## src/hdl/rgb_to_nv12_converter_assert.svh

```systemverilog
// ----------------------------------------------------------------------------
// RGB to NV12 converter assertion macros
// Concurrent assertion wrappers clocked on clk with synchronous reset rst.
// ----------------------------------------------------------------------------
`ifndef RGB_TO_NV12_CONVERTER_ASSERT_SVH
`define RGB_TO_NV12_CONVERTER_ASSERT_SVH

`ifndef NO_ASSERTIONS
`define R2N_ASSERT_SAME(label, ante, cons) \
  label: assert property (@(posedge clk) disable iff (rst) (ante) |-> (cons)) \
    else $error("assertion failed");
`define R2N_ASSERT_NEXT(label, ante, cons) \
  label: assert property (@(posedge clk) disable iff (rst) (ante) |=> (cons)) \
    else $error("assertion failed");
`else
`define R2N_ASSERT_SAME(label, ante, cons)
`define R2N_ASSERT_NEXT(label, ante, cons)
`endif

`endif

```

## src/hdl/r2n_pkg.sv

```systemverilog
// ----------------------------------------------------------------------------
// RGB to NV12 converter package
// Shared sizes, register indexes, coefficients and flag struct.
// ----------------------------------------------------------------------------
package r2n_pkg;

  localparam int MAX_WIDTH  = 4096;
  localparam int MAX_HEIGHT = 4096;

  localparam int CFG_W = 13;
  localparam int CNT_W = $clog2(MAX_WIDTH);
  localparam int ROW_W = $clog2(MAX_HEIGHT);
  localparam int IDX_W = 1;

  localparam logic [IDX_W-1:0] REG_LINE_WIDTH   = 1'b0;
  localparam logic [IDX_W-1:0] REG_FRAME_HEIGHT = 1'b1;

  localparam logic [CFG_W-1:0] LINE_WIDTH_RESET   = 13'd640;
  localparam logic [CFG_W-1:0] FRAME_HEIGHT_RESET = 13'd480;
  localparam logic [CFG_W-1:0] SIZE_MASK          = 13'h1FFE;
  localparam logic [CFG_W-1:0] SIZE_MIN           = 13'd2;

  // luma coefficients, Q10
  localparam int Y_R = 306;
  localparam int Y_G = 601;
  localparam int Y_B = 117;
  localparam int Y_SHIFT = 10;

  // chroma coefficients, Q8
  localparam int U_R = 38;
  localparam int U_G = 74;
  localparam int U_B = 112;
  localparam int V_R = 112;
  localparam int V_G = 94;
  localparam int V_B = 18;
  localparam int C_ROUND = 128;
  localparam int C_SHIFT = 8;

  typedef struct packed {
    logic chroma;
    logic line_end;
    logic frame_end;
  } pos_flags_t;

endpackage

```

## src/hdl/r2n_position.sv

```systemverilog
// ----------------------------------------------------------------------------
// RGB to NV12 converter position tracker
// Holds the size registers and the column/row counters, flags each item.
// ----------------------------------------------------------------------------
`include "rgb_to_nv12_converter_assert.svh"

module r2n_position (
  input  logic                            clk,
  input  logic                            rst,
  input  logic                            cfg_write,
  input  logic [r2n_pkg::IDX_W-1:0]       cfg_index,
  input  logic [r2n_pkg::CFG_W-1:0]       cfg_data,
  input  logic                            advance,
  output r2n_pkg::pos_flags_t             flags
);

  logic [r2n_pkg::CFG_W-1:0] line_width;
  logic [r2n_pkg::CFG_W-1:0] frame_height;
  logic [r2n_pkg::CNT_W-1:0] col;
  logic [r2n_pkg::ROW_W-1:0] row;

  logic [r2n_pkg::CFG_W-1:0] eff_w;
  logic [r2n_pkg::CFG_W-1:0] eff_h;
  logic [r2n_pkg::CFG_W-1:0] last_col;
  logic [r2n_pkg::CFG_W-1:0] last_row;

  function automatic logic [r2n_pkg::CFG_W-1:0] clamp_size(
    input logic [r2n_pkg::CFG_W-1:0] value,
    input logic [r2n_pkg::CFG_W-1:0] max_size
  );
    logic [r2n_pkg::CFG_W-1:0] s;
    s = value & r2n_pkg::SIZE_MASK;
    if (s < r2n_pkg::SIZE_MIN) s = r2n_pkg::SIZE_MIN;
    if (s > max_size) s = max_size;
    return s;
  endfunction

  always_comb begin
    eff_w    = clamp_size(line_width, r2n_pkg::CFG_W'(r2n_pkg::MAX_WIDTH));
    eff_h    = clamp_size(frame_height, r2n_pkg::CFG_W'(r2n_pkg::MAX_HEIGHT));
    last_col = eff_w - r2n_pkg::CFG_W'(1);
    last_row = eff_h - r2n_pkg::CFG_W'(1);
    flags.chroma    = ~col[0] & ~row[0];
    flags.line_end  = r2n_pkg::CFG_W'(col) >= last_col;
    flags.frame_end = flags.line_end && (r2n_pkg::CFG_W'(row) >= last_row);
  end

  always_ff @(posedge clk) begin
    if (rst) begin
      line_width   <= r2n_pkg::LINE_WIDTH_RESET;
      frame_height <= r2n_pkg::FRAME_HEIGHT_RESET;
    end else if (cfg_write) begin
      unique case (cfg_index)
        r2n_pkg::REG_LINE_WIDTH:   line_width   <= cfg_data;
        r2n_pkg::REG_FRAME_HEIGHT: frame_height <= cfg_data;
        default: ;
      endcase
    end
  end

  always_ff @(posedge clk) begin
    if (rst) begin
      col <= '0;
      row <= '0;
    end else if (advance) begin
      if (flags.line_end) begin
        col <= '0;
        row <= flags.frame_end ? '0 : row + r2n_pkg::ROW_W'(1);
      end else begin
        col <= col + r2n_pkg::CNT_W'(1);
      end
    end
  end

  `R2N_ASSERT_NEXT(a_line_wrap, advance && flags.line_end, col == '0)
  `R2N_ASSERT_NEXT(a_chroma_pair, advance && flags.chroma, col[0] || col == '0)

endmodule

```

## src/hdl/r2n_color_math.sv

```systemverilog
// ----------------------------------------------------------------------------
// RGB to NV12 converter color math
// Constant-coefficient luma and point-sampled chroma for one pixel.
// ----------------------------------------------------------------------------
module r2n_color_math (
  input  logic       [7:0] blue,
  input  logic       [7:0] green,
  input  logic       [7:0] red,
  input  logic             chroma_en,
  output logic       [7:0] luma,
  output logic       [7:0] chroma_u,
  output logic       [7:0] chroma_v
);

  logic        [17:0] y_sum;
  logic signed [17:0] r_s;
  logic signed [17:0] g_s;
  logic signed [17:0] b_s;
  logic signed [17:0] u_sum;
  logic signed [17:0] v_sum;
  logic        [17:0] u_bias;
  logic        [17:0] v_bias;

  always_comb begin
    y_sum = 18'(r2n_pkg::Y_R) * {10'd0, red} + 18'(r2n_pkg::Y_G) * {10'd0, green}
          + 18'(r2n_pkg::Y_B) * {10'd0, blue};
    luma  = y_sum[r2n_pkg::Y_SHIFT +: 8];

    r_s = signed'({10'd0, red});
    g_s = signed'({10'd0, green});
    b_s = signed'({10'd0, blue});
    u_sum = signed'(18'(r2n_pkg::C_ROUND)) - signed'(18'(r2n_pkg::U_R)) * r_s
          - signed'(18'(r2n_pkg::U_G)) * g_s + signed'(18'(r2n_pkg::U_B)) * b_s;
    v_sum = signed'(18'(r2n_pkg::C_ROUND)) + signed'(18'(r2n_pkg::V_R)) * r_s
          - signed'(18'(r2n_pkg::V_G)) * g_s - signed'(18'(r2n_pkg::V_B)) * b_s;
    // floor shift plus 128 offset: bias by 32768 and take the byte
    u_bias = unsigned'(u_sum) + 18'd32768;
    v_bias = unsigned'(v_sum) + 18'd32768;
    chroma_u = chroma_en ? u_bias[r2n_pkg::C_SHIFT +: 8] : 8'd0;
    chroma_v = chroma_en ? v_bias[r2n_pkg::C_SHIFT +: 8] : 8'd0;
  end

endmodule

```

## src/hdl/rgb_to_nv12_converter.sv

```systemverilog
// ----------------------------------------------------------------------------
// RGB to NV12 converter
// Datapath: each item passes through the input register, then the result register.
// Throughput: one item per cycle unless out_ready stalls; each stage loads when empty or when the next frees.
// Reset: synchronous rst empties both stages, clears the column and row
// counters and loads line_width 640 and frame_height 480.
// ----------------------------------------------------------------------------
`include "rgb_to_nv12_converter_assert.svh"

module rgb_to_nv12_converter (
  input  logic                        clk,
  input  logic                        rst,
  input  logic                        cfg_write,
  input  logic [r2n_pkg::IDX_W-1:0]   cfg_index,
  input  logic [r2n_pkg::CFG_W-1:0]   cfg_data,
  input  logic                        in_valid,
  output logic                        in_ready,
  input  logic [7:0]                  blue,
  input  logic [7:0]                  green,
  input  logic [7:0]                  red,
  output logic                        out_valid,
  input  logic                        out_ready,
  output logic [7:0]                  luma,
  output logic                        chroma_valid,
  output logic [7:0]                  chroma_u,
  output logic [7:0]                  chroma_v,
  output logic                        line_end,
  output logic                        frame_end
);

  logic                s1_valid;
  logic [7:0]          s1_blue;
  logic [7:0]          s1_green;
  logic [7:0]          s1_red;
  r2n_pkg::pos_flags_t s1_flags;
  r2n_pkg::pos_flags_t pos_flags;

  logic       out_free;
  logic       accept;
  logic [7:0] luma_next;
  logic [7:0] chroma_u_next;
  logic [7:0] chroma_v_next;

  assign out_free = !out_valid || out_ready;
  assign in_ready = !s1_valid || out_free;
  assign accept   = in_valid && in_ready;

  r2n_position u_position (
    .clk       (clk),
    .rst       (rst),
    .cfg_write (cfg_write),
    .cfg_index (cfg_index),
    .cfg_data  (cfg_data),
    .advance   (accept),
    .flags     (pos_flags)
  );

  r2n_color_math u_color_math (
    .blue      (s1_blue),
    .green     (s1_green),
    .red       (s1_red),
    .chroma_en (s1_flags.chroma),
    .luma      (luma_next),
    .chroma_u  (chroma_u_next),
    .chroma_v  (chroma_v_next)
  );

  always_ff @(posedge clk) begin
    if (rst) begin
      s1_valid <= 1'b0;
    end else if (in_ready) begin
      s1_valid <= in_valid;
    end
  end

  always_ff @(posedge clk) begin
    if (accept) begin
      s1_blue  <= blue;
      s1_green <= green;
      s1_red   <= red;
      s1_flags <= pos_flags;
    end
  end

  always_ff @(posedge clk) begin
    if (rst) begin
      out_valid <= 1'b0;
    end else if (out_free) begin
      out_valid <= s1_valid;
    end
  end

  always_ff @(posedge clk) begin
    if (out_free && s1_valid) begin
      luma         <= luma_next;
      chroma_valid <= s1_flags.chroma;
      chroma_u     <= chroma_u_next;
      chroma_v     <= chroma_v_next;
      line_end     <= s1_flags.line_end;
      frame_end    <= s1_flags.frame_end;
    end
  end

  `R2N_ASSERT_NEXT(a_s1_held, s1_valid && !out_free, s1_valid)
  `R2N_ASSERT_SAME(a_frame_in_line, out_valid && frame_end, line_end)

endmodule
```

## config.mk

```make
export PLATFORM = sky130hd
export DESIGN_NAME = rgb_to_nv12_converter
export DESIGN_NICKNAME = d
export VERILOG_FILES = /design/src/hdl/r2n_pkg.sv /design/src/hdl/r2n_position.sv /design/src/hdl/r2n_color_math.sv /design/src/hdl/rgb_to_nv12_converter.sv
export VERILOG_INCLUDE_DIRS = /design/src /design/src/hdl
export SDC_FILE = /design/constraint.sdc
export NUM_CORES = 1
export LEC_CHECK = 0
export BUFFER_PORTS_ARGS = -buffer_cell sky130_fd_sc_hd__buf_2
export CORE_MARGIN = 4
export CORE_UTILIZATION = 35
export CTS_BUF_LIST = sky130_fd_sc_hd__clkbuf_4
export CTS_CLUSTER_SIZE = 40
export DETAILED_ROUTE_END_ITERATION = 10
export PLACE_DENSITY = 0.55
export SLEW_MARGIN = 0
export SYNTH_ARGS = -nofsm -noshare
export SYNTH_HDL_FRONTEND = slang
export SYNTH_SLANG_ARGS = --single-unit
```

## constraint.sdc

```tcl
create_clock -name clk -period 6 [get_ports clk]
set_input_delay 1.2 -clock clk [delete_from_list [all_inputs] [get_ports clk]]
set_output_delay 1.2 -clock clk [all_outputs]
set_load 0.01 [all_outputs]
```

==> impl_metrics.yaml <==
outcome:
  status: "complete, no violations"
detailed_routing:
  ant_nets: 0
  drtPass1Iterations: 4
  vias_per_cell: 4.71
  drcViolationCount: 0
  vias: 9721
  drt_iter0_drc: 312
  wire_per_inst_um: 14.8
  wl_um: 30600
power:
  power_density_nw_per_um2: 565
  p_sw_mw: 3.97
  clkPwrFrac: 0.048
  p_int_mw: 4.70
  pwr-share-seq: 0.135
  max-vdd-ir-drop_v: 0.000595
  p_total_mw: 8.67
  p_leak_nw: 7.78
  sw_frac_of_total: 0.458
  comb_power_share: 0.817
logic_synthesis:
  synth_area_leaders: "ha_1 (26%), fa_1 (19%), edfxtp_1 (12%)"
  yosys.area_share.simple: 0.101
  synth_top_cell_by_area: "ha_1"
  synth-xor-area-share: 0.0543
  synth_cell_type_count: 54
  synth_edf_count: 54
  synth-adder-area-share: 0.454
  avgSynthCellArea_um2: 9.52
  synth_top_family_by_area: "adder cells"
  ys_seq_elements: 104
  syn-num-nets: 1857
  dominantRegCellSynth: "edfxtp_1"
  synth_top_area_frac: 0.260
  synth_mux_area_frac: 0.00150
  synth-async-reset-ratio: 0
  synth_cells: 1406
  ys_warn_count: 0
  synth_area_um2: 13400
  synth_compound_area_frac: 0.105
  ys_seq_area_frac: 0.196
timing:
  rsz0062_at_grt: "yes"
  drv_slew: 0
  hold_viol_final: 0
  period_minus_slack_ps: 5800
  finalSetupViolCount: 0
  finalCritPeriodShare: 0.967
  fmax_mhz: 172
  clock_skew_ps: 23.3
  worst-slew-pin-transition_ps: 1040
  slew_headroom: 0.305
  setup_tns_ps: 0
floorplan:
  die_x_um: 204
  io-pin-count: 72
  core_area_um2: 37700
  die_h_um: 204
  rows: 71
  start_util: 0.356
  dieArea_um2: 41500
cells_and_area:
  drive_gt1_frac: 0.144
  syn_to_final_growth_pct: 14.7
  fin_nets: 1999
  design_area_um2: 15400
  nFillCells: 3811
grt:
  use_met3: 0.0296
  grt.met1_usage: 0.213
  met2_usage: 0.261
  antenna_found_initial: 2
  grt_pass1_vias: 9850
  grt_first_pass_wirelength_um: 50800
  gr-usage-all-layers: 0.155
  grt_overflow: 0
  grt-busiest-layer: "met2"
  grt_max_degree: 35
clocking:
  clockBufferDepth: 2
  cts_buffers: 9
  cts_tree: "done"
  clk_latency_ps: 590
  clkTransAtPathRegs_ps: 190
  cts_sinks: 104
  root_buffer: "clkbuf_4"
  htree_levels: 3
run:
  cap_viol_max_count: 0
worst_setup_path:
  crit_slowest_cell: "fa_1"
  cp_num_buf_inv: 3
  path_delay_family: "adder cells"
  crit_type: "reg -> reg"
  worstPathRequired_ps: 6360
  cpPeakStageDelay_ps: 590
  start_kind: "register"
  end_kind: "register"
  r2r_start: "s1_red[3]$_DFFE_PP_"
  critPathMaxFanout: 3
  critPathLaunch: "s1_red[3]$_DFFE_PP_"
  crit_chain: "ha_2 -> ha_1 -> fa_1 -> fa_1 -> ha_1 -> nor2b_2 -> o21ai_2 -> buf_4 -> a211o_1 -> xnor2_2 -> ha_1 -> inv_1 -> fa_1 -> fa_1 -> inv_1 -> ha_1 -> o21a_1 -> o21ai_1 -> nand2b_1 -> a31o_4 -> a21oi_2 -> xnor2_1"
  cp.arrival_ps: 6170
placement:
  placed_cell_area_um2: 14800
  dpl.hpwl_um: 25900
  numPortBuffers: 70
  gp_congestion: 0.841
min_path:
  hold_path.class: "reg -> reg"
  min_from: "s1_flags[0]$_DFFE_PP_"
[power by group through the flow]
stage	Sequential, mW	Clock (mW)	Combinational, mW
final	1.17	0.414	7.09
after global routing	1.19	0.466	8.18
after global placement	1.19	0	6.57
after detailed placement	1.19	0	6.61
after floorplan	1.24	0	4.65
after CTS	1.18	0.438	6.82
[routing by layer]
metal  share of wire  vias to the layer above  routed length, um
li1                -                     4949                  -
met1            0.48                     4656              14800
met2            0.48                      102              14600
met3           0.033                       14               1010
met4          0.0071                        0                217
met5               0                        -                  0
[layout make-up]
cell class,instances,area [um2],share of cell area
Timing Repair Buffer,148,943,0.0614
Clock buffer,9,67.6,0.00440
Inverter,298,1120,0.0728
Clock inverter,7,82.6,0.00538
Antenna cell,2,5.00,0.000326
Multi-Input combinational cell,987,9880,0.643
Sequential cell,104,2620,0.171
Tap cell,511,639,0.0416
[Yosys cell counts, types with 3 or more instances]
cell type,n
o311ai_0,3
fa_1,130
o211ai_1,6
nand2b_1,11
inv_1,297
or3_1,7
nor3b_1,12
nor4_1,4
nor2_1,59
nand2_1,89
a21o_1,33
or2_2,4
buf_2,3
nand4_1,8
xnor2_1,55
and3_1,14
a2111oi_0,4
a31oi_1,8
and2_1,10
o21a_1,10
a211oi_1,7
nand3b_1,8
edfxtp_1,54
o31ai_1,3
or4b_2,3
nor2b_1,13
ha_1,278
nor3_1,13
a21oi_1,81
o21bai_1,11
dfxtp_1,50
clkbuf_1,14
o21ai_0,41
nand3_1,7
o2111ai_1,3
xor2_1,28
[cell families (layout without fill, tap and decap cells)]
group / count (synthesis) / after routing
AO/OA/AOI/OAI: 224 / 224
XOR/XNOR: 83 / 83
adder cells (fa/ha/maj): 408 / 408
buffers and inverters: 315 / 462
flip-flops: 104 / 104
multiplexers: 2 / 2
other: 0 / 2
AND/OR/NAND/NOR: 270 / 270
[registers in the layout, summed over array words and instances (netlist names), 12 cells and up]
register and cells:
u_position.line_width 12, u_position.row 12, u_position.col 12, u_position.frame_height 12
[stage by stage]
step | worst slack (ps) | hold slack (ps) | std cells | util
final | 196 | 477 | 2066 | 0.408
after global routing | -28.1 | 487 | 2066 | 0.408
after CTS | 7.88 | 470 | 2058 | 0.401
after detailed placement | -90.8 | 416 | 2037 | 0.394
after global placement | -66.6 | 411 | 2037 | 0.394
after floorplan | 2.04 | 400 | 1406 | -
[final timing paths]
path / to / slack (ps) / depth (start not counted)
hold reg to reg: frame_end$_DFFE_PP_ / 480 / 0
hold / removal: frame_end$_DFFE_PP_ / 480 / 0
setup / recovery: luma[7]$_DFFE_PP_ / 200 / 22
setup reg to reg: luma[7]$_DFFE_PP_ / 200 / 22
[repair_timing]
item / in CTS / in global routing
pin swaps: 8 / 31
buffers inserted: 5 / 6
gates resized for setup: 13 / 40
hold buffers: 0 / 0
endpoints found under the setup margin: 3 / 6
[placed cells by master (no fill, tap or decap), types with 5 or more instances in the layout]
master / n
buf_2: 70
inv_1: 291
nand4_1: 8
edfxtp_1: 54
o21a_1: 10
clkbuf_4: 9
nor3_1: 11
nand3b_1: 8
ha_4: 9
a31oi_1: 8
nor2_1: 56
o21ai_0: 37
fa_1: 127
nand3_1: 6
or3_1: 7
a211oi_1: 7
buf_4: 76
o21bai_1: 10
inv_2: 6
and2_1: 10
nor2b_1: 11
a21oi_1: 73
and3_1: 14
xnor2_2: 5
xnor2_1: 50
xor2_1: 27
nand2_1: 89
nor3b_1: 12
nand2b_1: 11
dfxtp_1: 50
a21oi_2: 8
ha_1: 265
o211ai_1: 6
a21o_1: 33
Power figures use the tool's default switching activity.
